### src/phase_unwrap_scaled_exponential_top_defines.svh
// Assertion macros for the phase unwrap and scaled exponential block.
// Used by the top level only; expects clk_i and rst_ni in scope.
`ifndef PHASE_UNWRAP_SCALED_EXPONENTIAL_TOP_DEFINES_SVH
`define PHASE_UNWRAP_SCALED_EXPONENTIAL_TOP_DEFINES_SVH

// Same-cycle implication, checked outside reset.
`define PUSC_ASSERT_IMP(lbl, ante, cons) \
  lbl: assert property (@(posedge clk_i) disable iff (!rst_ni) (ante) |-> (cons)) \
    else $error("pusc check failed");

// Next-cycle implication, checked outside reset.
`define PUSC_ASSERT_NXT(lbl, ante, cons) \
  lbl: assert property (@(posedge clk_i) disable iff (!rst_ni) (ante) |=> (cons)) \
    else $error("pusc check failed");

`endif

### src/pusc_pkg.sv
// Package of the phase unwrap and scaled exponential block.
// Holds widths, CORDIC constants and the rounding helper; no dependencies.
`default_nettype none
package pusc_pkg;

  localparam int SAMPLE_WIDTH      = 16;
  localparam int CORDIC_ITERATIONS = 16;
  localparam int SCALE_WIDTH       = 24;
  localparam int PHASE_WIDTH       = 17;
  localparam int TURN_WIDTH        = 16;
  localparam int TOL_WIDTH         = 17;
  localparam int CW                = 34;  // CORDIC x and y datapath
  localparam int ZW                = 24;  // CORDIC angle datapath
  localparam int SHW               = 5;   // shift amount of one cell
  localparam int PROD_WIDTH        = 32;
  localparam logic [CW-1:0] COS_GAIN_Q30 = CW'(652032874);
  localparam logic signed [ZW-1:0] PI_Z  = ZW'(32768 * 16);

  // Register indexes of the configuration port.
  typedef enum logic [1:0] {
    REG_TOLERANCE   = 2'd0,
    REG_INPUT_REAL  = 2'd1,
    REG_COMMON_SCL  = 2'd2,
    REG_SCALE_ITEM  = 2'd3
  } cfg_reg_e;

  // atan(2^-i) with 2^20 units per turn.
  function automatic logic [ZW-1:0] atan_tab(input int unsigned i);
    logic [ZW-1:0] r;
    case (i)
      0:  r = ZW'(131072);
      1:  r = ZW'(77376);
      2:  r = ZW'(40884);
      3:  r = ZW'(20753);
      4:  r = ZW'(10417);
      5:  r = ZW'(5213);
      6:  r = ZW'(2607);
      7:  r = ZW'(1304);
      8:  r = ZW'(652);
      9:  r = ZW'(326);
      10: r = ZW'(163);
      11: r = ZW'(81);
      12: r = ZW'(41);
      13: r = ZW'(20);
      14: r = ZW'(10);
      15: r = ZW'(5);
      16: r = ZW'(3);
      17: r = ZW'(1);
      18: r = ZW'(1);
      default: r = '0;
    endcase
    return r;
  endfunction

  // Q30 to Q15 with half-up rounding and saturation.
  function automatic logic signed [15:0] to_q15(input logic signed [CW-1:0] v);
    logic signed [CW:0] t;
    logic signed [CW:0] r;
    logic signed [15:0] o;
    t = {v[CW-1], v} + (CW+1)'(16384);
    r = t >>> 15;
    if (r > (CW+1)'(32767)) begin
      o = 16'sh7fff;
    end else if (r < -(CW+1)'(32768)) begin
      o = 16'sh8000;
    end else begin
      o = r[15:0];
    end
    return o;
  endfunction

  // Beat state carried beside the angle CORDIC.
  typedef struct packed {
    logic                   inv;
    logic                   ls;
    logic                   zero;
    logic                   neg;
    logic [SCALE_WIDTH-1:0] scale;
  } vec_side_t;

  // Beat state carried beside the sine and cosine CORDIC.
  typedef struct packed {
    logic       inv;
    logic [1:0] quad;
  } rot_side_t;

endpackage
`default_nettype wire

### src/pusc_cordic_cell.sv
// One CORDIC micro-rotation stage, in vectoring or rotating mode.
// Depends on pusc_pkg for the datapath widths.
`default_nettype none
module pusc_cordic_cell (
  input  logic                        clk_i,
  input  logic                        rst_ni,
  input  logic                        en_i,
  input  logic                        rotate_i,
  input  logic [pusc_pkg::SHW-1:0]    shift_i,
  input  logic [pusc_pkg::ZW-1:0]     atan_i,
  input  logic                        valid_i,
  input  logic signed [pusc_pkg::CW-1:0] x_i,
  input  logic signed [pusc_pkg::CW-1:0] y_i,
  input  logic signed [pusc_pkg::ZW-1:0] z_i,
  output logic                        valid_o,
  output logic signed [pusc_pkg::CW-1:0] x_o,
  output logic signed [pusc_pkg::CW-1:0] y_o,
  output logic signed [pusc_pkg::ZW-1:0] z_o
);
  import pusc_pkg::*;

  logic                 valid_q;
  logic signed [CW-1:0] x_q, x_d, y_q, y_d, dx, dy;
  logic signed [ZW-1:0] z_q, z_d;
  logic                 sub;

  // Direction follows the angle sign when rotating, the y sign when vectoring.
  always_comb begin
    dx  = y_i >>> shift_i;
    dy  = x_i >>> shift_i;
    sub = rotate_i ? ~z_i[ZW-1] : y_i[CW-1];
    if (sub) begin
      x_d = x_i - dx;
      y_d = y_i + dy;
      z_d = z_i - $signed(atan_i);
    end else begin
      x_d = x_i + dx;
      y_d = y_i - dy;
      z_d = z_i + $signed(atan_i);
    end
  end

  // Valid flag is cleared by reset.
  always_ff @(posedge clk_i or negedge rst_ni) begin
    if (!rst_ni) begin
      valid_q <= 1'b0;
    end else if (en_i) begin
      valid_q <= valid_i;
    end
  end

  // Datapath registers.
  always_ff @(posedge clk_i) begin
    if (en_i) begin
      x_q <= x_d;
      y_q <= y_d;
      z_q <= z_d;
    end
  end

  assign valid_o = valid_q;
  assign x_o     = x_q;
  assign y_o     = y_q;
  assign z_o     = z_q;

endmodule
`default_nettype wire

### config.mk
export PLATFORM = sky130hd
export DESIGN_NAME = pusc_cordic_cell
export DESIGN_NICKNAME = d
export VERILOG_FILES = /design/src/phase_unwrap_scaled_exponential_top_defines.svh /design/src/pusc_pkg.sv /design/src/pusc_cordic_cell.sv
export SDC_FILE = /design/constraint.sdc
export NUM_CORES = 1
export LEC_CHECK = 0
export BUFFER_PORTS_ARGS = -buffer_cell sky130_fd_sc_hd__buf_2
export CORE_MARGIN = 2
export CORE_UTILIZATION = 50
export CTS_CLUSTER_SIZE = 10
export DETAILED_ROUTE_END_ITERATION = 7
export PLACE_DENSITY = 0.72
export RECOVER_POWER = 100
export SLEW_MARGIN = 30
export SYNTH_ARGS = -nofsm -noshare
export SYNTH_HDL_FRONTEND = slang
export SYNTH_SLANG_ARGS = --single-unit
### constraint.sdc
create_clock -name clk_i -period 0.8 [get_ports clk_i]
set_input_delay 0 -clock clk_i [delete_from_list [all_inputs] [get_ports clk_i]]
set_output_delay 0 -clock clk_i [all_outputs]
set_load 0.005 [all_outputs]
==> out/summary.json, run 1 <==
{
  "detailedPlacementHpwl": {"value": 53.73, "unit": "mm"},
  "synth_area_per_cell": {"value": 9.063, "unit": "sq um"},
  "grt_use_total": {"value": 0.7453},
  "clock_path_buffers": {"value": 2},
  "synth-seq-area-share": {"value": 0.1939},
  "total_congestion_overflow": {"value": 30},
  "grt_max_degree": {"value": 33},
  "synth_edf_count": {"value": 92},
  "synth_cell_type_count": {"value": 96},
  "ys_dominant_reg_cell": {"value": "sky130_fd_sc_hd__edfxtp_1"},
  "die_width": {"value": 173.6, "unit": "um"},
  "clock_sink_count": {"value": 93},
  "cell_types_occupying_the_most_area_after_synthesis": {"value": "sky130_fd_sc_hd__edfxtp_1 (19%), sky130_fd_sc_hd__mux4_2 (9.7%), sky130_fd_sc_hd__ha_1 (8.0%)"},
  "gp_congestion": {"value": 1.065},
  "failed_at": {"value": "global routing"},
  "row_count": {"value": 62},
  "pin_count": {"value": 219},
  "synthCells": {"value": 1586},
  "die-height": {"value": 173.6, "unit": "um"},
  "timing.repair.worst_endpoint_type": {"value": "register data pin"},
  "cts_made_buffers": {"value": 9},
  "share_of_flip_flops_with_an_asynchronous_set_or_reset": {"value": 0.01075},
  "syn_nets": {"value": 1807},
  "run_status": {"value": "aborted with a tool error"},
  "htree_num_levels": {"value": 3},
  "netlist_area": {"value": 14370, "unit": "sq um"},
  "yosys.area.top_type_share": {"value": 0.1922},
  "yosysWarningCount": {"value": 0},
  "clockRootBuffer": {"value": "sky130_fd_sc_hd__clkbuf_16"},
  "synthDominantAreaCellType": {"value": "sky130_fd_sc_hd__edfxtp_1"},
  "buffer_ports.inserted": {"value": 218},
  "post_dp_cell_area": {"value": 21470, "unit": "sq um"},
  "initial_utilization": {"value": 0.5049},
  "synth-seq-cells": {"value": 93},
  "postGrtWorstEndpoint": {"value": "x_o[27]$_DFFE_PP_/D"},
  "run.stop_error": {"value": "[ERROR GRT-0232] Routing congestion too high. Check the congestion heatmap in the GUI."}
}
logic make-up after synthesis:
kind of cell | synth area share
muxes | 0.2049
DFF | 0.1939
and+or+nand+nor | 0.1554
xor gates and xnor gates | 0.09810
adders and majority gates | 0.08426
buffers and inverters | 0.04909
AOI/OAI and AO/OA | 0.2143
cells in the mapped netlist, types with 5 or more instances:
| library cell | n |
|---|---|
| sky130_fd_sc_hd__a211o_1 | 11 |
| sky130_fd_sc_hd__a211oi_1 | 20 |
| sky130_fd_sc_hd__inv_1 | 45 |
| sky130_fd_sc_hd__nand2b_1 | 19 |
| sky130_fd_sc_hd__mux2i_1 | 58 |
| sky130_fd_sc_hd__or2_2 | 8 |
| sky130_fd_sc_hd__and2_1 | 15 |
| sky130_fd_sc_hd__o21ai_0 | 92 |
| sky130_fd_sc_hd__mux4_2 | 62 |
| sky130_fd_sc_hd__buf_1 | 6 |
| sky130_fd_sc_hd__or3_1 | 9 |
| sky130_fd_sc_hd__nand3_1 | 25 |
| sky130_fd_sc_hd__o2111ai_1 | 5 |
| sky130_fd_sc_hd__buf_2 | 13 |
| sky130_fd_sc_hd__a21o_1 | 30 |
| sky130_fd_sc_hd__clkbuf_1 | 32 |
| sky130_fd_sc_hd__mux4_1 | 23 |
| sky130_fd_sc_hd__o21bai_1 | 11 |
| sky130_fd_sc_hd__mux2_2 | 29 |
| sky130_fd_sc_hd__o22ai_1 | 22 |
| sky130_fd_sc_hd__o21a_1 | 21 |
| sky130_fd_sc_hd__nor2_1 | 148 |
| sky130_fd_sc_hd__a21oi_1 | 130 |
| sky130_fd_sc_hd__nand4_1 | 6 |
| sky130_fd_sc_hd__edfxtp_1 | 92 |
| sky130_fd_sc_hd__xnor2_1 | 96 |
| sky130_fd_sc_hd__ha_1 | 92 |
| sky130_fd_sc_hd__a31oi_1 | 29 |
| sky130_fd_sc_hd__buf_6 | 13 |
| sky130_fd_sc_hd__xor2_1 | 65 |
| sky130_fd_sc_hd__nor2b_1 | 18 |
| sky130_fd_sc_hd__a221oi_1 | 7 |
| sky130_fd_sc_hd__buf_4 | 14 |
| sky130_fd_sc_hd__nand2_1 | 136 |
| sky130_fd_sc_hd__and3_1 | 10 |
| sky130_fd_sc_hd__o211ai_1 | 12 |
| sky130_fd_sc_hd__a22oi_1 | 9 |
| sky130_fd_sc_hd__a21boi_0 | 6 |
| sky130_fd_sc_hd__o221ai_1 | 6 |
| sky130_fd_sc_hd__nor3_1 | 30 |
| sky130_fd_sc_hd__o31ai_1 | 14 |
metal layers:
layer	global-route usage	overflow
met1	0.7282	2
met2	0.9250	16
met4	0.7200	11
met5	0.3109	0
met3	0.6107	1
through the flow:
step                      setup slack, ns  utilization  instances
after CTS                          -3.600       0.8430       2947
after detailed placement           -4.441       0.7540       2834
after global placement             -4.369       0.7540       2834
after floorplan                    -3.758            -       1586
what timing repair did:
| item | in CTS |
|---|---|
| buffers inserted | 109 |
| gates cloned | 7 |
| hold buffers | 3 |
| pin swaps | 135 |
| hold endpoints to repair | 3 |
| gates resized for setup | 333 |
| setup endpoints to repair | 184 |
==> run 2: changes to the inputs <==
Settings changed: CORE_UTILIZATION 50 to 35, CTS_CLUSTER_SIZE 10 to unset, PLACE_DENSITY 0.72 to unset, PLACE_DENSITY_LB_ADDON set to 0.15.
==> run 2 against run 1 <==
The flow now finishes, with violations (negative setup slack). Area after synthesis unchanged. Synthesized cell count did not move.
==> out/summary.json, run 2 <==
{
  "post_dp_cell_area": {"value": 21960, "unit": "sq um"},
  "slew_headroom": {"value": 0.4984},
  "synth-seq-cells": {"value": 93},
  "netlist_area": {"value": 14370, "unit": "sq um"},
  "clockRootBuffer": {"value": "sky130_fd_sc_hd__clkbuf_16"},
  "die_area": {"value": 42700, "unit": "sq um"},
  "critical_path.startpoint_type": {"value": "input port"},
  "timing.final.max_slew_violations": {"value": 0},
  "tritoncts": {"value": "yes"},
  "syn_nets": {"value": 1807},
  "max_clock_freq": {"value": 220.6, "unit": "MHz"},
  "clock_insertion_delay_worst_skew": {"value": 0.39, "unit": "ns"},
  "finish.net_count": {"value": 2838},
  "yosys.area.top_type_share": {"value": 0.1922},
  "power_leakage": {"value": 11.27, "unit": "nW"},
  "final_util": {"value": 0.6156},
  "drtAntennaViolNets": {"value": 0},
  "tightest_slew": {"value": 0.7478, "unit": "ns"},
  "timing.hold.worst.start": {"value": "y_i[0]"},
  "firstDrtPassIters": {"value": 5},
  "ys_dominant_reg_cell": {"value": "sky130_fd_sc_hd__edfxtp_1"},
  "gp_congestion": {"value": 1.012},
  "synth_cell_type_count": {"value": 96},
  "final_area": {"value": 25020, "unit": "sq um"},
  "synthDominantAreaCellType": {"value": "sky130_fd_sc_hd__edfxtp_1"},
  "combinationalPowerShare": {"value": 0.704},
  "run_status": {"value": "finished with violations"},
  "worst_setup_path_startpoint": {"value": "shift_i[1]"},
  "share_of_flip_flops_with_an_asynchronous_set_or_reset": {"value": 0.01075},
  "worst_hold_path.num_cells": {"value": 3},
  "grt_antenna_before_repair": {"value": 3},
  "clock_sink_count": {"value": 93},
  "maxCapViolCount": {"value": 0},
  "cell_types_occupying_the_most_area_after_synthesis": {"value": "sky130_fd_sc_hd__edfxtp_1 (19%), sky130_fd_sc_hd__mux4_2 (9.7%), sky130_fd_sc_hd__ha_1 (8.0%)"},
  "yosysWarningCount": {"value": 0},
  "power_per_cell_area": {"value": 1661, "unit": "nW/um^2"},
  "detailedPlacementHpwl": {"value": 56.46, "unit": "mm"},
  "grt_use_total": {"value": 0.3210},
  "area_growth_syn_to_layout": {"value": 74.07, "unit": "%"},
  "initial_utilization": {"value": 0.3536},
  "end_kind": {"value": "flip-flop"},
  "clock_path_buffers": {"value": 2},
  "clock_skew": {"value": 0, "unit": "ns"},
  "critical_path_class": {"value": "in -> reg"},
  "setup.worst_path.end": {"value": "x_o[27]$_DFFE_PP_"},
  "synth_edf_count": {"value": 92},
  "total_congestion_overflow": {"value": 0},
  "rr_startpoint": {"value": "valid_o$_DFFE_PN0P_"},
  "power.ir.vdd_worst": {"value": 1157, "unit": "uV"},
  "final-hold-violation-count": {"value": 0},
  "first_iter_violations": {"value": 1312},
  "grt_max_degree": {"value": 31},
  "switchingPower": {"value": 16.28, "unit": "mW"},
  "die-height": {"value": 206.7, "unit": "um"},
  "rsz0062_at_grt": {"value": "true"},
  "violations": {"value": "negative setup slack"},
  "cts_made_buffers": {"value": 9},
  "final-setup-viol-count": {"value": 185},
  "final_layout_size_suffix_gt1_frac": {"value": 0.5801},
  "worst-endpoint-arrival": {"value": 4.67, "unit": "ns"},
  "required": {"value": 0.94, "unit": "ns"},
  "post_synth_most_frequent_cells": {"value": "sky130_fd_sc_hd__nor2_1 (148), sky130_fd_sc_hd__nand2_1 (136), sky130_fd_sc_hd__a21oi_1 (130), sky130_fd_sc_hd__xnor2_1 (96)"},
  "buffer_ports.inserted": {"value": 218},
  "swShare": {"value": 0.3917},
  "final_critical_path_setup_slack": {"value": -3.733, "unit": "ns"},
  "timing.final.crit_period": {"value": 4.533, "unit": "ns"},
  "htree_num_levels": {"value": 3},
  "die_width": {"value": 206.7, "unit": "um"},
  "avgViaCountPerCell": {"value": 5.525},
  "timing.final.crit_share": {"value": 5.666},
  "synth-seq-area-share": {"value": 0.1939},
  "clk_pin_slew": {"value": 0.07, "unit": "ns"},
  "reg2reg_depth": {"value": 1},
  "top_library_cells_by_usage_in_the_layout_fill_and_taps_aside": {"value": "sky130_fd_sc_hd__buf_4 (776), sky130_fd_sc_hd__buf_2 (211), sky130_fd_sc_hd__nand2_1 (122), sky130_fd_sc_hd__nor2_1 (120), sky130_fd_sc_hd__edfxtp_1 (92)"},
  "first_global_vias": {"value": 17340},
  "row_count": {"value": 74},
  "synthCells": {"value": 1586},
  "fin_total_pwr": {"value": 41.57, "unit": "mW"},
  "design.core.area": {"value": 40650, "unit": "sq um"},
  "clkPwrFrac": {"value": 0.108},
  "synth.most_common_cell": {"value": "sky130_fd_sc_hd__nor2_1"},
  "flop_to_flop_setup_slack": {"value": 0.05, "unit": "ns"},
  "seqPwrFrac": {"value": 0.188},
  "end_of_the_worst_register_to_register_path": {"value": "valid_o$_DFFE_PN0P_"},
  "hold_path.class": {"value": "in -> reg"},
  "cell_internal_pwr": {"value": 25.29, "unit": "mW"},
  "first_pass_grt_wire_length": {"value": 102.5, "unit": "mm"},
  "pin_count": {"value": 219},
  "detail_route.drc_violations": {"value": 0},
  "timing.critical_path.fanout_max": {"value": 8},
  "final_common_cell": {"value": "sky130_fd_sc_hd__buf_4"},
  "route.vias.total": {"value": 17430},
  "wl_per_cell": {"value": 22.23, "unit": "um"},
  "detail_route.wirelength": {"value": 70.14, "unit": "mm"},
  "synth_area_per_cell": {"value": 9.063, "unit": "sq um"}
}
[run 2: how the worst min path moves through the flow]
stage	endpoint	slack, ns
final	y_o[0]$_DFFE_PP_	0.04
after global routing	y_o[0]$_DFFE_PP_	0.05
after CTS	y_o[0]$_DFFE_PP_	0.01
after detailed placement	valid_o$_DFFE_PN0P_	-0.22
after global placement	valid_o$_DFFE_PN0P_	-0.23
after floorplan	valid_o$_DFFE_PN0P_	-0.30
[run 2: worst max-delay path: stages]
cell and delay [ns]:
sky130_fd_sc_hd__buf_16 0.12, sky130_fd_sc_hd__buf_12 0.13, sky130_fd_sc_hd__mux4_2 0.55, sky130_fd_sc_hd__mux2i_4 0.23, sky130_fd_sc_hd__nor2_4 0.07, sky130_fd_sc_hd__a2111oi_4 0.37
sky130_fd_sc_hd__nand4_2 0.19, sky130_fd_sc_hd__or4b_4 0.58, sky130_fd_sc_hd__nor2_4 0.16, sky130_fd_sc_hd__buf_4 0.13, sky130_fd_sc_hd__nor2_1 0.04, sky130_fd_sc_hd__xor2_1 0.16
sky130_fd_sc_hd__ha_1 0.36, sky130_fd_sc_hd__nand2_1 0.13, sky130_fd_sc_hd__a22oi_2 0.20, sky130_fd_sc_hd__nand2_2 0.10, sky130_fd_sc_hd__o31ai_4 0.25, sky130_fd_sc_hd__o21ai_2 0.11
sky130_fd_sc_hd__a311o_1 0.31, sky130_fd_sc_hd__a21oi_2 0.19, sky130_fd_sc_hd__mux2i_1 0.22, sky130_fd_sc_hd__nand2_1 0.07
[run 2: cell families (layout without fill, tap and decap cells)]
family / count (synthesis) / count (layout) / share of synthesized area
compound gates: 474 / 474 / 0.2143
simple gates: 460 / 460 / 0.1554
mux: 174 / 174 / 0.2049
xor+xnor: 161 / 161 / 0.09810
buf+inv: 129 / 1165 / 0.04909
fa+ha+maj: 95 / 95 / 0.08426
flops: 93 / 93 / 0.1939
other cells: 0 / 1 / 0
[run 2: what timing repair did]
item                                   4_1_cts  5_1_grt
gates cloned                                 3        0
pin swaps                                  135      103
resized for setup                          284      157
endpoints found under the hold margin        3        0
hold buffers                                 4        0
setup endpoints to repair                  184      184
buffers inserted                            67       56
[run 2: area by class of cell]
type                       count  area, sq um
sequential                    93         2788
clock buffer                   9        225.2
timing repair buffer        1102         8412
multi-input combinational   1364        12670
clock inverter                 7        66.31
inverter                      47        188.9
tap                          532        665.6
fill                        3517        15630
antenna                        1        2.502
[run 2: power by group through the flow]
stage               clock [mW]  sequential, mW  combinational (mW)
global route              4.80            7.96                31.3
global placement             0            7.89                23.7
floorplan                    0            8.12                11.7
finish                    4.47            7.81                29.3
CTS                       4.67            7.83                27.0
detailed placement           0            7.92                23.8
[run 2: per-stage QoR]
stage	TNS, ns	hold slack [ns]	setup slack (ns)	instances
final	-261.08	0.03985	-3.733	3155
after global routing	-276.56	0.04671	-3.902	3155
after CTS	-253.63	0.01109	-3.634	3109
after detailed placement	-317.51	-0.2225	-4.695	3028
after global placement	-312.36	-0.2254	-4.553	3028
after floorplan	-240.44	-0.2956	-3.758	1586
[run 2: per-layer routing]
metal  share of wire  track usage
met5         0.00010            0
met4           0.036       0.1120
met3           0.055      0.04757
met2            0.49       0.5569
met1            0.42       0.4058
No activity file was read; power rests on OpenSTA's default activity.
