## src/phase_unwrap_scaled_exponential_top_defines.svh

```systemverilog
// Assertion macros for the phase unwrap and scaled exponential block.
// Used by the top level only; expects clk_i and rst_ni in scope.
`ifndef PHASE_UNWRAP_SCALED_EXPONENTIAL_TOP_DEFINES_SVH
`define PHASE_UNWRAP_SCALED_EXPONENTIAL_TOP_DEFINES_SVH

// Same-cycle implication, checked outside reset.
`define PUSC_ASSERT_IMP(lbl, ante, cons) \
  lbl: assert property (@(posedge clk_i) disable iff (!rst_ni) (ante) |-> (cons)) \
    else $error("pusc check failed");

// Next-cycle implication, checked outside reset.
`define PUSC_ASSERT_NXT(lbl, ante, cons) \
  lbl: assert property (@(posedge clk_i) disable iff (!rst_ni) (ante) |=> (cons)) \
    else $error("pusc check failed");

`endif

```

## src/pusc_pkg.sv

```systemverilog
// Package of the phase unwrap and scaled exponential block.
// Holds widths, CORDIC constants and the rounding helper; no dependencies.
`default_nettype none
package pusc_pkg;

  localparam int SAMPLE_WIDTH      = 16;
  localparam int CORDIC_ITERATIONS = 16;
  localparam int SCALE_WIDTH       = 24;
  localparam int PHASE_WIDTH       = 17;
  localparam int TURN_WIDTH        = 16;
  localparam int TOL_WIDTH         = 17;
  localparam int CW                = 34;  // CORDIC x and y datapath
  localparam int ZW                = 24;  // CORDIC angle datapath
  localparam int SHW               = 5;   // shift amount of one cell
  localparam int PROD_WIDTH        = 32;
  localparam logic [CW-1:0] COS_GAIN_Q30 = CW'(652032874);
  localparam logic signed [ZW-1:0] PI_Z  = ZW'(32768 * 16);

  // Register indexes of the configuration port.
  typedef enum logic [1:0] {
    REG_TOLERANCE   = 2'd0,
    REG_INPUT_REAL  = 2'd1,
    REG_COMMON_SCL  = 2'd2,
    REG_SCALE_ITEM  = 2'd3
  } cfg_reg_e;

  // atan(2^-i) with 2^20 units per turn.
  function automatic logic [ZW-1:0] atan_tab(input int unsigned i);
    logic [ZW-1:0] r;
    case (i)
      0:  r = ZW'(131072);
      1:  r = ZW'(77376);
      2:  r = ZW'(40884);
      3:  r = ZW'(20753);
      4:  r = ZW'(10417);
      5:  r = ZW'(5213);
      6:  r = ZW'(2607);
      7:  r = ZW'(1304);
      8:  r = ZW'(652);
      9:  r = ZW'(326);
      10: r = ZW'(163);
      11: r = ZW'(81);
      12: r = ZW'(41);
      13: r = ZW'(20);
      14: r = ZW'(10);
      15: r = ZW'(5);
      16: r = ZW'(3);
      17: r = ZW'(1);
      18: r = ZW'(1);
      default: r = '0;
    endcase
    return r;
  endfunction

  // Q30 to Q15 with half-up rounding and saturation.
  function automatic logic signed [15:0] to_q15(input logic signed [CW-1:0] v);
    logic signed [CW:0] t;
    logic signed [CW:0] r;
    logic signed [15:0] o;
    t = {v[CW-1], v} + (CW+1)'(16384);
    r = t >>> 15;
    if (r > (CW+1)'(32767)) begin
      o = 16'sh7fff;
    end else if (r < -(CW+1)'(32768)) begin
      o = 16'sh8000;
    end else begin
      o = r[15:0];
    end
    return o;
  endfunction

  // Beat state carried beside the angle CORDIC.
  typedef struct packed {
    logic                   inv;
    logic                   ls;
    logic                   zero;
    logic                   neg;
    logic [SCALE_WIDTH-1:0] scale;
  } vec_side_t;

  // Beat state carried beside the sine and cosine CORDIC.
  typedef struct packed {
    logic       inv;
    logic [1:0] quad;
  } rot_side_t;

endpackage
`default_nettype wire

```

## src/pusc_unwrap.sv

```systemverilog
// Unwrap recurrence along a line and the multiplication by the scale.
// Depends on pusc_pkg; two register stages: unwrapped phase, then product.
`default_nettype none
module pusc_unwrap (
  input  logic                              clk_i,
  input  logic                              rst_ni,
  input  logic                              en_i,
  input  logic [pusc_pkg::TOL_WIDTH-1:0]    tolerance_i,
  input  logic                              valid_i,
  input  logic                              inv_i,
  input  logic                              ls_i,
  input  logic signed [pusc_pkg::PHASE_WIDTH-1:0] phase_i,
  input  logic [pusc_pkg::SCALE_WIDTH-1:0]  scale_i,
  output logic                              valid_o,
  output logic                              inv_o,
  output logic [pusc_pkg::PROD_WIDTH-1:0]   prod_o
);
  import pusc_pkg::*;

  logic signed [PHASE_WIDTH-1:0] last_q, last_d;
  logic                          last_inv_q, last_inv_d;
  logic [TURN_WIDTH-1:0]         turn_q, turn_d;
  logic signed [18:0]            dp, w, diff;
  logic [16:0]                   mag;
  logic [PROD_WIDTH-1:0]         u_d, u_q, prod_q;
  logic [SCALE_WIDTH-1:0]        scale_q;
  logic                          v1_q, inv1_q, v2_q, inv2_q;

  // Step to the previous phase and the turn count it implies.
  always_comb begin
    dp   = 19'(phase_i) - 19'(last_q);
    w    = 19'($signed(dp[15:0]));
    if (w == -19'sd32768 && dp > 19'sd0) begin
      w = 19'sd32768;
    end
    diff = w - dp;
    mag  = dp[18] ? 17'(-dp) : 17'(dp);
    last_d     = last_q;
    last_inv_d = last_inv_q;
    turn_d     = turn_q;
    if (valid_i) begin
      if (inv_i) begin
        last_d     = '0;
        last_inv_d = 1'b1;
        turn_d     = '0;
      end else begin
        last_d     = phase_i;
        last_inv_d = 1'b0;
        if (ls_i || last_inv_q) begin
          turn_d = '0;
        end else if (mag >= tolerance_i) begin
          if (diff == 19'sd65536) begin
            turn_d = turn_q + TURN_WIDTH'(1);
          end else if (diff == -19'sd65536) begin
            turn_d = turn_q - TURN_WIDTH'(1);
          end
        end
      end
    end
    u_d = PROD_WIDTH'(phase_i) + {turn_d, 16'b0};
  end

  // Line state, cleared by reset.
  always_ff @(posedge clk_i or negedge rst_ni) begin
    if (!rst_ni) begin
      last_q     <= '0;
      last_inv_q <= 1'b1;
      turn_q     <= '0;
      v1_q       <= 1'b0;
      v2_q       <= 1'b0;
    end else if (en_i) begin
      last_q     <= last_d;
      last_inv_q <= last_inv_d;
      turn_q     <= turn_d;
      v1_q       <= valid_i;
      v2_q       <= v1_q;
    end
  end

  // Unwrapped phase, then its product with the scale modulo 2^32.
  always_ff @(posedge clk_i) begin
    if (en_i) begin
      u_q     <= u_d;
      scale_q <= scale_i;
      inv1_q  <= inv_i;
      prod_q  <= PROD_WIDTH'(u_q * PROD_WIDTH'($signed(scale_q)));
      inv2_q  <= inv1_q;
    end
  end

  assign valid_o = v2_q;
  assign inv_o   = inv2_q;
  assign prod_o  = prod_q;

endmodule
`default_nettype wire

```

## config.mk

```make
export PLATFORM = sky130hd
export DESIGN_NAME = pusc_unwrap
export DESIGN_NICKNAME = d
export VERILOG_FILES = /design/src/phase_unwrap_scaled_exponential_top_defines.svh /design/src/pusc_pkg.sv /design/src/pusc_unwrap.sv
export SDC_FILE = /design/constraint.sdc
export NUM_CORES = 1
export LEC_CHECK = 0
export BUFFER_PORTS_ARGS = -buffer_cell sky130_fd_sc_hd__buf_2
export CAP_MARGIN = 25
export CORE_MARGIN = 3
export CORE_UTILIZATION = 55
export CTS_BUF_LIST = sky130_fd_sc_hd__clkbuf_4 sky130_fd_sc_hd__clkbuf_8 sky130_fd_sc_hd__clkbuf_16
export DETAILED_ROUTE_END_ITERATION = 8
export GPL_TIMING_DRIVEN = 0
export PLACE_DENSITY = 0.75
export SYNTH_ARGS = -nofsm -noshare
export SYNTH_HDL_FRONTEND = slang
export SYNTH_SLANG_ARGS = --single-unit
```

## constraint.sdc

```tcl
create_clock -name clk_i -period 8.4 [get_ports clk_i]
set_input_delay 0.84 -clock clk_i [delete_from_list [all_inputs] [get_ports clk_i]]
set_output_delay 0.84 -clock clk_i [all_outputs]
set_load 0.02 [all_outputs]
```

# [After elaboration in Yosys (flattened, before gate mapping)]
# Index checks and enable logic that the tools add are counted.
# W data, S select, Z words.
[word_totals] elab_cells=35 regBits=126 output_inout_bits=34
[op_classes] n_lt_le_gt_ge=2 n_addsub=6 n_reduce_logical=3 muxes=10 n_eq_ne=3 n_mul=1
[ops] operator="$mux W16" count=6
[ops] operator="$mux W17" count=2
[ops] operator="$add A32 B32 Y32" count=1
[ops] operator="$mul A32 B24 Y32" count=1
[ops] operator="$eq A19 B17 Y1 const B" count=1
[ops] operator="$eq A19 B18 Y1 const B" count=1
[ops] operator="$mux W19" count=1
[ops] operator="$sub A19 B18 Y19" count=1
[ops] operator="$gt A18 B1 Y1 const B" count=1
[ops] operator="$sub A17 B17 Y18" count=1
[ops] operator="$ge A17 B17 Y1" count=1
[ops] operator="$neg A17 Y17" count=1
[ops] operator="$add A16 B1 Y16 const B" count=1
[ops] operator="$eq A16 B16 Y1 const B" count=1
[ops] operator="$sub A16 B1 Y16 const B" count=1
[ops] operator="$reduce_and A2 Y1" count=1
[ops] operator="$logic_and A1 B1 Y1" count=1
[ops] operator="$logic_or A1 B1 Y1" count=1
[ops] operator="$mux W1" count=1

# [Depth between registers and ports, before layout]
# Gate-level depths: netlist of the first run.
[depth] ltp_word=13 ltp_mapped=37 depth_no_buf=37

# [Least setup slack after synthesis of the first run]
# No wires, ideal clock.
[synth_path] kind="input port to flip-flop" from="in phase_i[0] (netlist bit)" to="reg u_q[30] (data pin)" t_required_ns=8.205 path_stages=33 setup_time_ns=0.195 arrival_time_ns=7.822 path_buffers=1 slack_ns=0.383 path_cell_list="inv_1 ha_1 inv_1 fa_1 a211oi_1 nor3_1 or2_2 xnor2_2 o2111a_1 nand4_1 nor3_1 nor2b_1 ha_1 clkbuf_1 nor2b_1 nor2b_1 a2111oi_2 nand4_1 a21oi_1 xnor2_1 nor2_1 ha_1 fa_1 a21o_1 a21oi_1 o21bai_1 a21oi_1 o21bai_1 a21oi_1 o21bai_1 a21oi_1 o21ai_0 o311ai_0"
[synth_via] elab_chain_len=13 elab_cells_between_ends=18
[synth_lines] element="start: declaration" line_no="pusc_unwrap.sv:12" rtl="input logic signed [pusc_pkg::PHASE_WIDTH-1:0] phase_i,"
[synth_lines] element="$sub A17 B17 Y18 (*)" line_no="pusc_unwrap.sv:31" rtl="dp = 19'(phase_i) - 19'(last_q);"
[synth_lines] element="$gt A18 B1 Y1 or $eq A16 B16 Y1 (tied branches)" line_no="pusc_unwrap.sv:33" rtl="if (w == -19'sd32768 && dp > 19'sd0) begin"
[synth_lines] element="$logic_and A1 B1 Y1" line_no="pusc_unwrap.sv:33"
[synth_lines] element="$mux W19" line_no="pusc_unwrap.sv:33"
[synth_lines] element="$sub A19 B18 Y19" line_no="pusc_unwrap.sv:36" rtl="diff = w - dp;"
[synth_lines] element="$eq A19 B17 Y1" line_no="pusc_unwrap.sv:54" rtl="end else if (diff == -19'sd65536) begin"
[synth_lines] element="$mux W16" line_no="pusc_unwrap.sv:54"
[synth_lines] element="$mux W16" line_no="pusc_unwrap.sv:52" rtl="if (diff == 19'sd65536) begin"
[synth_lines] element="$mux W16 (*)" line_no="pusc_unwrap.sv:51" rtl="end else if (mag >= tolerance_i) begin"
[synth_lines] element="$mux W16 (*)" line_no="pusc_unwrap.sv:49" rtl="if (ls_i || last_inv_q) begin"
[synth_lines] element="$mux W16 (*)" line_no="pusc_unwrap.sv:42" rtl="if (inv_i) begin"
[synth_lines] element="$mux W16 (*)" line_no="pusc_unwrap.sv:41" rtl="if (valid_i) begin"
[synth_lines] element="net turn_d[0]" line_no="pusc_unwrap.sv:22" rtl="logic [TURN_WIDTH-1:0] turn_q, turn_d;"
[synth_lines] element="$add A32 B32 Y32 (*)" line_no="pusc_unwrap.sv:60" rtl="u_d = PROD_WIDTH'(phase_i) + {turn_d, 16'b0};"
[synth_lines] element="net u_d[30]" line_no="pusc_unwrap.sv:25" rtl="logic [PROD_WIDTH-1:0] u_d, u_q, prod_q;"
[synth_lines] element="end signal: assignment" line_no="pusc_unwrap.sv:83" rtl="u_q <= u_d;"
[synth_lines] element="end: declaration" line_no="pusc_unwrap.sv:25"
# The timed path passes the listed nets; every way through them passes the cells marked *.
# A chain may end at the register's enable or synchronous reset.

# [Worst setup path after layout of the first run]
[layout_path] from="reg u_q[12]" to="reg prod_q[31], in the netlist prod_o[31] (data pin)"
[layout_via] elab_chain_len=1
[layout_lines] element="$mul A32 B24 Y32" line_no="pusc_unwrap.sv:86" rtl="prod_q <= PROD_WIDTH'(u_q * PROD_WIDTH'($signed(scale_q)));"
[layout_lines] element="end signal: assignment" line_no="pusc_unwrap.sv:86"
[layout_lines] element="end: declaration" line_no="pusc_unwrap.sv:25"
# Every way passes these cells.

==> reports/metrics.yaml, run 1 <==
run_status:
  status: "completed"
placed_design:
  gp_congestion: 0.986
  port_buffers: 96
  postPlaceCellArea_um2: 23800
  place_inst: 3095
  dpl.hpwl_mm: 51.5
layout:
  nets: 3219
  diodes: 0
  fill_cells: 3452
  syn2layout_area_growth_pct: 8.77
  drive_gt1_share_pct: 7.26
  stdcell_area_um2: 24700
  final-instance-count-excl-fill: 3130
synth:
  syn_area_per_cell_um2: 9.17
  synth_top_cells_by_area: "fa_1 35%, edfxtp_1 12%, ha_1 9.5%"
  ys_seq_elements: 126
  synth_edf_count: 90
  synthCells: 2472
  yosys.area.top_type: "fa_1"
  synth_cell_types: 79
  ys_seq_area_share_pct: 15.9
  synth_ff_type: "edfxtp_1"
  syn_nets: 3099
  ys_async_sr_fraction_pct: 28.6
  netlist_top_cells_count: "488 x inv_1, 391 x fa_1, 354 x nand2_1"
  yosysWarnings: 0
  yosysMostFrequentCell: "inv_1"
  syn_area_um2: 22700
  synth_top_area_share_pct: 34.5
grt:
  antenna_found_initial: 2
  grt_pass1_vias: 18650
  grt_pass1_wl_mm: 98.8
  grt_overflow: 0
  grt_max_degree: 79
  grt_use_total_pct: 29.1
setup_path:
  required_ns: 8.60
  critPathCaptureType: "register"
  ff2ff_setup_slack_ns: 0.30
  cp-start-kind: "register"
  worstSetupPathType: "register to register"
  crit_arrival_ns: 8.30
  critPathMaxFanout: 10
clock_network:
  cts-root-buf: "clkbuf_16"
  insertion_delay_ns: 0.45
  clk_pin_slew_ns: 0.06
  clock_path_buffers: 2
  ctsHoldBuffers: 0
  htree_levels: 4
  cts_buffers: 17
  clock_sinks: 126
  cts_tree: "done"
die:
  die_w_um: 209
  ios: 98
  die-area_um2: 43700
  start_util_pct: 56.4
  coreArea_um2: 40200
  row_count: 73
  die_h_um: 209
timing:
  rsz0062_at_grt: "no"
  setup_viol: 0
  fin_crit_sh_pct: 96.4
  fin_tns_setup_ns: 0
  clock_skew_ns: 0.0135
  hold_viol: 0
  relSlewSlack_pct: 40.1
  tightest_slew_ns: 0.898
  drv_slew: 0
  fin_hold_ws_ns: 0.426
  max_freq_mhz: 123
  fin_crit_ns: 8.10
drt:
  wl_mm: 61.4
  drt-initial-drc-count: 1176
  drtPass1Iterations: 5
  ant_nets: 0
  routed_via_density: 5.58
  dr_total_vias: 17464
  wl_per_cell_um: 19.6
  drc: 0
run:
  drv_cap: 0
worst_hold_path:
  holdCritPathClass: "register to register"
-- area by class of cell --
type                            instances  area (µm²)  area share [%]
Clock buffer                           19         440            1.79
Sequential cell                       126        3600            14.6
Buffer                                112         442            1.79
Clock inverter                         13         236           0.959
Inverter                              488        1830            7.43
Tap cell                              525         657            2.66
Timing Repair Buffer                  104         561            2.27
Multi-Input combinational cell       1743       16900            68.5
-- final timing paths --
check | start | end | cells past startpoint
setup / recovery | u_q[12] | prod_o[31] | 25
hold / removal | inv1_q | inv_o | 0
setup reg to reg | u_q[12] | prod_o[31] | 25
hold reg to reg | inv1_q | inv_o | 0
max in group asynchronous | rst_ni | last_q[1] | 1
min in group asynchronous | rst_ni | turn_q[12] | 1
-- metrics by stage --
stage	utilization (%)	setup slack (ns)
6_report	61.4	0.300
5_1_grt	61.4	0.00245
4_1_cts	61.2	0.0716
3_5_place_dp	59.3	-1.34
3_3_place_gp	59.3	-1.24
2_1_floorplan	-	0.383
-- flip-flops by register name (all words and copies together) (netlist names) --
register and count:
inv_o 1, last_q 17, last_inv_q 1, inv1_q 1, prod_o 32, turn_q 16
scale_q 24, valid_o 1, v1_q 1, u_q 32
-- metal layers --
metal	vias up	wire, µm	GRT usage (%)
li1	7939	-	-
met1	8754	23900	35.7
met2	624	30600	50.7
met3	147	4170	5.61
met4	0	2790	11.8
met5	-	0	0
-- placed cells by master, fill, tap and decap left out, drive strengths merged, types with 8 or more instances in the layout --
cell type / n
nor2b: 19
a2111oi: 10
xnor2: 95
nor2: 70
nor3: 35
ha: 172
nor4: 11
a21o: 18
buf: 110
clkbuf: 125
nand4: 20
nand3: 18
edfxtp: 90
o221ai: 8
and2: 189
dfrtp: 35
xor2: 22
a21oi: 71
nand2: 354
o21ai: 64
o21bai: 13
a22o: 8
fa: 391
nand2b: 33
inv: 489
o21a: 9
or3: 10
-- worst max-delay path, cell delays in order, from the launching register on --
cell	delay [ns]
edfxtp_1	0.34
clkbuf_1	0.48
clkbuf_1	0.51
nand2_1	0.16
fa_1	0.47
fa_1	0.53
inv_1	0.07
fa_1	0.55
inv_1	0.06
fa_1	0.49
fa_1	0.55
inv_1	0.05
fa_1	0.50
fa_1	0.42
ha_1	0.38
a21o_1	0.21
a21o_1	0.18
a21oi_1	0.21
nor2_1	0.08
a21oi_1	0.14
o311ai_0	0.23
buf_2	0.22
a41oi_1	0.39
o221ai_1	0.22
a21oi_1	0.29
xnor2_1	0.11
-- cell families after synthesis --
logic type	share of synthesized area [%]
and+or+nand+nor	16.9
buffers and inverters	10.1
adders and majority gates	44.0
AOI/OAI and AO/OA	7.99
DFF	15.9
xor gates and xnor gates	4.55
muxes	0.563
-- repair_timing --
| action | in CTS | in global routing |
|---|---|---|
| resized for setup | 7 | 22 |
| setup buffers | 2 | 4 |
| endpoints found under the setup margin | 6 | 6 |
| pin swaps | 2 | 6 |
Power of run 1 is left out: the tool's default activity adds up to more than one toggle a clock period on the data nets, which glitch-free logic cannot reach.
==> inputs of run 2 (changes only) <==
--- a/config.mk
+++ b/config.mk
@@ -12,7 +12,7 @@
 export CTS_BUF_LIST = sky130_fd_sc_hd__clkbuf_4 sky130_fd_sc_hd__clkbuf_8 sky130_fd_sc_hd__clkbuf_16
 export DETAILED_ROUTE_END_ITERATION = 8
 export GPL_TIMING_DRIVEN = 0
-export PLACE_DENSITY = 0.75
+export PLACE_DENSITY = 0.72
 export SYNTH_ARGS = -nofsm -noshare
 export SYNTH_HDL_FRONTEND = slang
 export SYNTH_SLANG_ARGS = --single-unit
==> reports/metrics.yaml, run 2 (synthesized netlist as in run 1, its figures left out) <==
run_status:
  status: "completed"  # unchanged
placed_design:
  gp_congestion: 0.983  # was 0.986
  pre_cts_ws_ns: -1.50  # was -1.34 ns
  port_buffers: 96  # unchanged
  place_inst: 3095  # unchanged
  postPlaceCellArea_um2: 23800  # unchanged
  dpl.hpwl_mm: 50.7  # was 51.5 mm
layout:
  final-instance-count-excl-fill: 3132  # was 3130
  utilization_pct: 61.3  # was 61.4%
  stdcell_area_um2: 24600  # was 24700 µm²
  drive_gt1_share_pct: 7.29  # was 7.26%
  syn2layout_area_growth_pct: 8.62  # was 8.77%
  multi_input_area_um2: 16900  # about the same
  nets: 3220  # was 3219
  layout_common_cells: "488 x inv_1, 391 x fa_1, 354 x nand2_1"  # unchanged
  register_area_um2: 3600  # unchanged
  fill_cells: 3530  # was 3452
  final_common_cell: "inv_1"  # unchanged
clock_network:
  insertion_delay_ns: 0.45  # about the same
  htree_levels: 4  # unchanged
  clock_path_buffers: 2  # unchanged
  clk_pin_slew_ns: 0.06  # about the same
  cts_tree: "done"  # unchanged
  cts-root-buf: "clkbuf_16"  # unchanged
  clock_sinks: 126  # unchanged
  cts_buffers: 17  # unchanged
setup_path:
  required_ns: 8.60  # about the same
  critPathCaptureType: "register"  # unchanged
  cp-start-kind: "register"  # unchanged
  critPathMaxFanout: 10  # unchanged
  worstSetupPathType: "register to register"  # unchanged
  crit_arrival_ns: 8.17  # was 8.30 ns
  ff2ff_setup_slack_ns: 0.42  # was 0.30 ns
die:
  start_util_pct: 56.4  # unchanged
  coreArea_um2: 40200  # unchanged
  row_count: 73  # unchanged
  die_w_um: 209  # unchanged
  die_h_um: 209  # unchanged
  ios: 98  # unchanged
  die-area_um2: 43700  # unchanged
worst_hold_path:
  holdCritPathClass: "register to register"  # unchanged
timing:
  fin_crit_sh_pct: 95.0  # was 96.4%
  setup_viol: 0  # unchanged
  drv_slew: 0  # unchanged
  hold_viol: 0  # unchanged
  tightest_slew_ns: 0.948  # was 0.898 ns
  max_freq_mhz: 125  # was 123 MHz
  relSlewSlack_pct: 36.8  # was 40.1%
  fin_crit_ns: 7.98  # was 8.10 ns
  setup_slack_ns: 0.424  # was 0.300 ns
  clock_skew_ns: 0.0129  # was 0.0135 ns
drt:
  dr_total_vias: 17526  # was 17464
  drt-initial-drc-count: 1252  # was 1176
  ant_nets: 0  # unchanged
  wl_per_cell_um: 19.7  # was 19.6 µm
  drc: 0  # unchanged
  drtPass1Iterations: 5  # unchanged
  wl_mm: 61.8  # was 61.4 mm
  routed_via_density: 5.60  # was 5.58
grt:
  antenna_found_initial: 1  # was 2
  grt_max_degree: 57  # was 79
  grt_pass1_vias: 18915  # was 18650
  grt_overflow: 0  # unchanged
  grt_use_total_pct: 29.1  # about the same
  grt_pass1_wl_mm: 99.0  # was 98.8 mm
run:
  drv_cap: 0  # unchanged
## run 2: cell types whose count changed in the layout (fill, tap and decap cells not counted), sizes merged
cell / before / now
clkinvlp: 0 / 2
bufinv: 6 / 5
inv: 489 / 491
clkinv: 6 / 3
diode: 0 / 1
buf: 110 / 111
## run 2: worst paths after layout
check / from / endpoint / cells after the start
max: scale_q[7] / prod_o[31] / 25
min: inv1_q / inv_o / 0
max reg2reg: scale_q[7] / prod_o[31] / 25
min reg2reg: inv1_q / inv_o / 0
max in group asynchronous: rst_ni / last_q[6] / 1
min in group asynchronous: rst_ni / turn_q[10] / 1
## run 2: layout make-up
cell class / instances / share of cell area (%)
timing repair buffer: 105 / 2.31
antenna: 1 / 0.0102
buffer: 112 / 1.79
sequential: 126 / 14.6
clock buffer: 19 / 1.79
clock inverter: 13 / 0.853
inverter: 488 / 7.44
tap: 525 / 2.67
multi-input combinational: 1743 / 68.5
## run 2: timing repair
action	CTS	global route
endpoints found under the setup margin	6	7
hold buffers	0	0
pin swaps	3	4
setup buffers	2	5
resized for setup	9	17
## run 2: per-stage QoR
step,hold slack (ns),setup TNS [ns]
floorplan,0.400,0
global placement,0.402,-5.30
detailed placement,0.408,-6.87
CTS,0.420,0
global route,0.438,-0.00347
finish,0.415,0
## run 2: per-layer routing
metal	GRT usage [%]	wire length, µm	up-vias
met3	4.80	3990	188
met5	0	0	-
li1	-	-	7945
met4	13.4	3250	0
met2	49.7	30000	710
met1	36.3	24500	8683
## run 2: critical path, cell delays in order (launching register included)
cell      delay [ns]
edfxtp_1        0.31
clkbuf_1        0.51
clkbuf_1        0.57
nand2_1         0.16
fa_1            0.53
inv_1           0.05
fa_1            0.47
fa_1            0.49
inv_1           0.06
fa_1            0.48
fa_1            0.55
inv_1           0.05
fa_1            0.49
fa_1            0.42
ha_1            0.37
a21o_1          0.19
a21o_1          0.17
a21oi_1         0.18
nor2_1          0.07
a21oi_1         0.16
o311ai_0        0.21
buf_2           0.21
a41oi_1         0.40
o221ai_1        0.25
a21oi_1         0.25
xnor2_1         0.09
Power of run 2 is left out for the same reason.
==> inputs of run 3 (changes only) <==
--- a/config.mk
+++ b/config.mk
@@ -7,11 +7,11 @@
 export LEC_CHECK = 0
 export BUFFER_PORTS_ARGS = -buffer_cell sky130_fd_sc_hd__buf_2
 export CAP_MARGIN = 25
-export CORE_MARGIN = 3
+export CORE_MARGIN = 2
 export CORE_UTILIZATION = 55
 export CTS_BUF_LIST = sky130_fd_sc_hd__clkbuf_4 sky130_fd_sc_hd__clkbuf_8 sky130_fd_sc_hd__clkbuf_16
 export DETAILED_ROUTE_END_ITERATION = 8
-export GPL_TIMING_DRIVEN = 0
+export GPL_TIMING_DRIVEN = 1
 export PLACE_DENSITY = 0.72
 export SYNTH_ARGS = -nofsm -noshare
 export SYNTH_HDL_FRONTEND = slang
==> reports/metrics.yaml, run 3 (synthesized netlist as in run 1, its figures left out) <==
timing:
  fin_crit_ns: 7.80  # was 7.98 ns
  relSlewSlack_pct: 32.5  # was 36.8%
  fin_crit_sh_pct: 92.8  # was 95.0%
  hold_viol: 0  # unchanged
  setup_viol: 0  # unchanged
  clock_skew_ns: 0.00763  # was 0.0129 ns
  tightest_slew_ns: 1.01  # was 0.948 ns
  drv_slew: 0  # unchanged
  rsz0062_at_grt: "no"
  max_freq_mhz: 128  # was 125 MHz
clock_network:
  htree_levels: 4  # unchanged
  cts_tree: "done"  # unchanged
  cts_buffers: 17  # unchanged
  clk_pin_slew_ns: 0.06  # about the same
  clock_path_buffers: 2  # unchanged
  cts-root-buf: "clkbuf_16"  # unchanged
  postCtsSetupRepairBufs: 0  # was 2
  clock_sinks: 126  # unchanged
  insertion_delay_ns: 0.47  # was 0.45 ns
placed_design:
  port_buffers: 97  # was 96
  place_inst: 3041  # was 3095
  gp_congestion: 0.903  # was 0.983
  postPlaceCellArea_um2: 23800  # about the same
  dpl.hpwl_mm: 45.3  # was 50.7 mm
die:
  ios: 98  # unchanged
  row_count: 74  # was 73
  coreArea_um2: 40700  # was 40200 µm²
  die_h_um: 207  # was 209 µm
  die_w_um: 207  # was 209 µm
  start_util_pct: 55.7  # was 56.4%
  die-area_um2: 42900  # was 43700 µm²
setup_path:
  required_ns: 8.59  # was 8.60 ns
  cp-start-kind: "input port"  # was register
  crit_arrival_ns: 7.99  # was 8.17 ns
  critPathMaxFanout: 5  # was 10
  crit_top_cell: "a21oi_1"  # was fa_1
  max_stage_delay_ns: 0.47  # was 0.57 ns
  worstSetupPathType: "input port to register"  # was register to register
  slowest_stage: "a2111o_1"  # was clkbuf_1
  critPathCaptureType: "register"  # unchanged
drt:
  drt-initial-drc-count: 1048  # was 1252
  drc: 0  # unchanged
  wl_per_cell_um: 18.2  # was 19.7 µm
  wl_mm: 55.9  # was 61.8 mm
  dr_total_vias: 17043  # was 17526
  drtPass1Iterations: 5  # unchanged
  ant_nets: 0  # unchanged
  routed_via_density: 5.54  # was 5.60
layout:
  final_common_cell: "inv_1"  # unchanged
  syn2layout_area_growth_pct: 8.22  # was 8.62%
  stdcell_area_um2: 24500  # was 24600 µm²
  final-instance-count-excl-fill: 3077  # was 3132
  nets: 3157  # was 3220
  drive_gt1_share_pct: 8.65  # was 7.29%
  layout_common_cells: "488 x inv_1, 391 x fa_1, 354 x nand2_1"  # unchanged
grt:
  grt_pass1_vias: 18219  # was 18915
  grt_max_degree: 56  # was 57
  grt_overflow: 0  # unchanged
  antenna_found_initial: 4  # was 1
  grt_use_total_pct: 27.6  # was 29.1%
  grt_pass1_wl_mm: 93.0  # was 99.0 mm
worst_hold_path:
  holdCritPathClass: "register to register"  # unchanged
run_status:
  status: "completed"  # unchanged
run:
  drv_cap: 0  # unchanged
==> run 3: changes by cell type in the layout (fill, tap and decap cells not counted), sizes merged <==
cell,delta
clkbuf,-107
diode,+1
inv,+2
buf,+42
clkinvlp,-1
dlymetal6s2s,+1
==> run 3: area by class of cell <==
type / count / area, µm²
sequential: 126 / 3600
multi-input combinational: 1743 / 16800
clock buffer: 18 / 433
fill: 3490 / 16200
clock inverter: 14 / 229
inverter: 488 / 1830
tap: 532 / 666
antenna: 2 / 5.00
timing repair buffer: 154 / 961
==> run 3: worst paths after layout <==
kind                               to  slack, ns       start  depth (start not counted)
hold / removal                  inv_o       0.43      inv1_q                          0
setup / recovery              u_q[30]       0.60  phase_i[0]                         34
min in group asynchronous  turn_q[11]       0.48      rst_ni                          1
setup reg to reg           prod_o[30]       0.82  scale_q[0]                         23
max in group asynchronous   last_q[3]       7.35      rst_ni                          1
hold reg to reg                 inv_o       0.43      inv1_q                          0
==> run 3: worst max-delay path: cells and delay by family <==
family          cells  cell delay (ns)
simple gates        9             1.63
fa+ha+maj           5             1.60
xor+xnor            2             0.40
compound gates     15             3.24
buf+inv             3             0.27
==> run 3: per-layer routing <==
layer  wire length, µm  GRT usage, %
met1             22800          35.1
met2             27600          46.6
met3              3380          5.17
met4              2100          11.2
met5                13             0
==> run 3: through the flow <==
| step | util (%) | TNS [ns] | worst slack [ns] | hold slack, ns |
|---|---|---|---|---|
| global route | 60.2 | 0 | 0.0558 | 0.441 |
| global placement | 58.4 | 0 | 0.206 | 0.402 |
| detailed placement | 58.5 | -0.0169 | -0.0169 | 0.417 |
| finish | 60.2 | 0 | 0.602 | 0.427 |
| floorplan | - | 0 | 0.383 | 0.400 |
| CTS | 60.1 | 0 | 0.431 | 0.432 |
==> run 3: repair_timing <==
item	4_1_cts	5_1_grt
setup endpoints to repair	0	2
gates resized for setup	0	4
hold buffers	0	0
Power of run 3 is left out for the same reason.
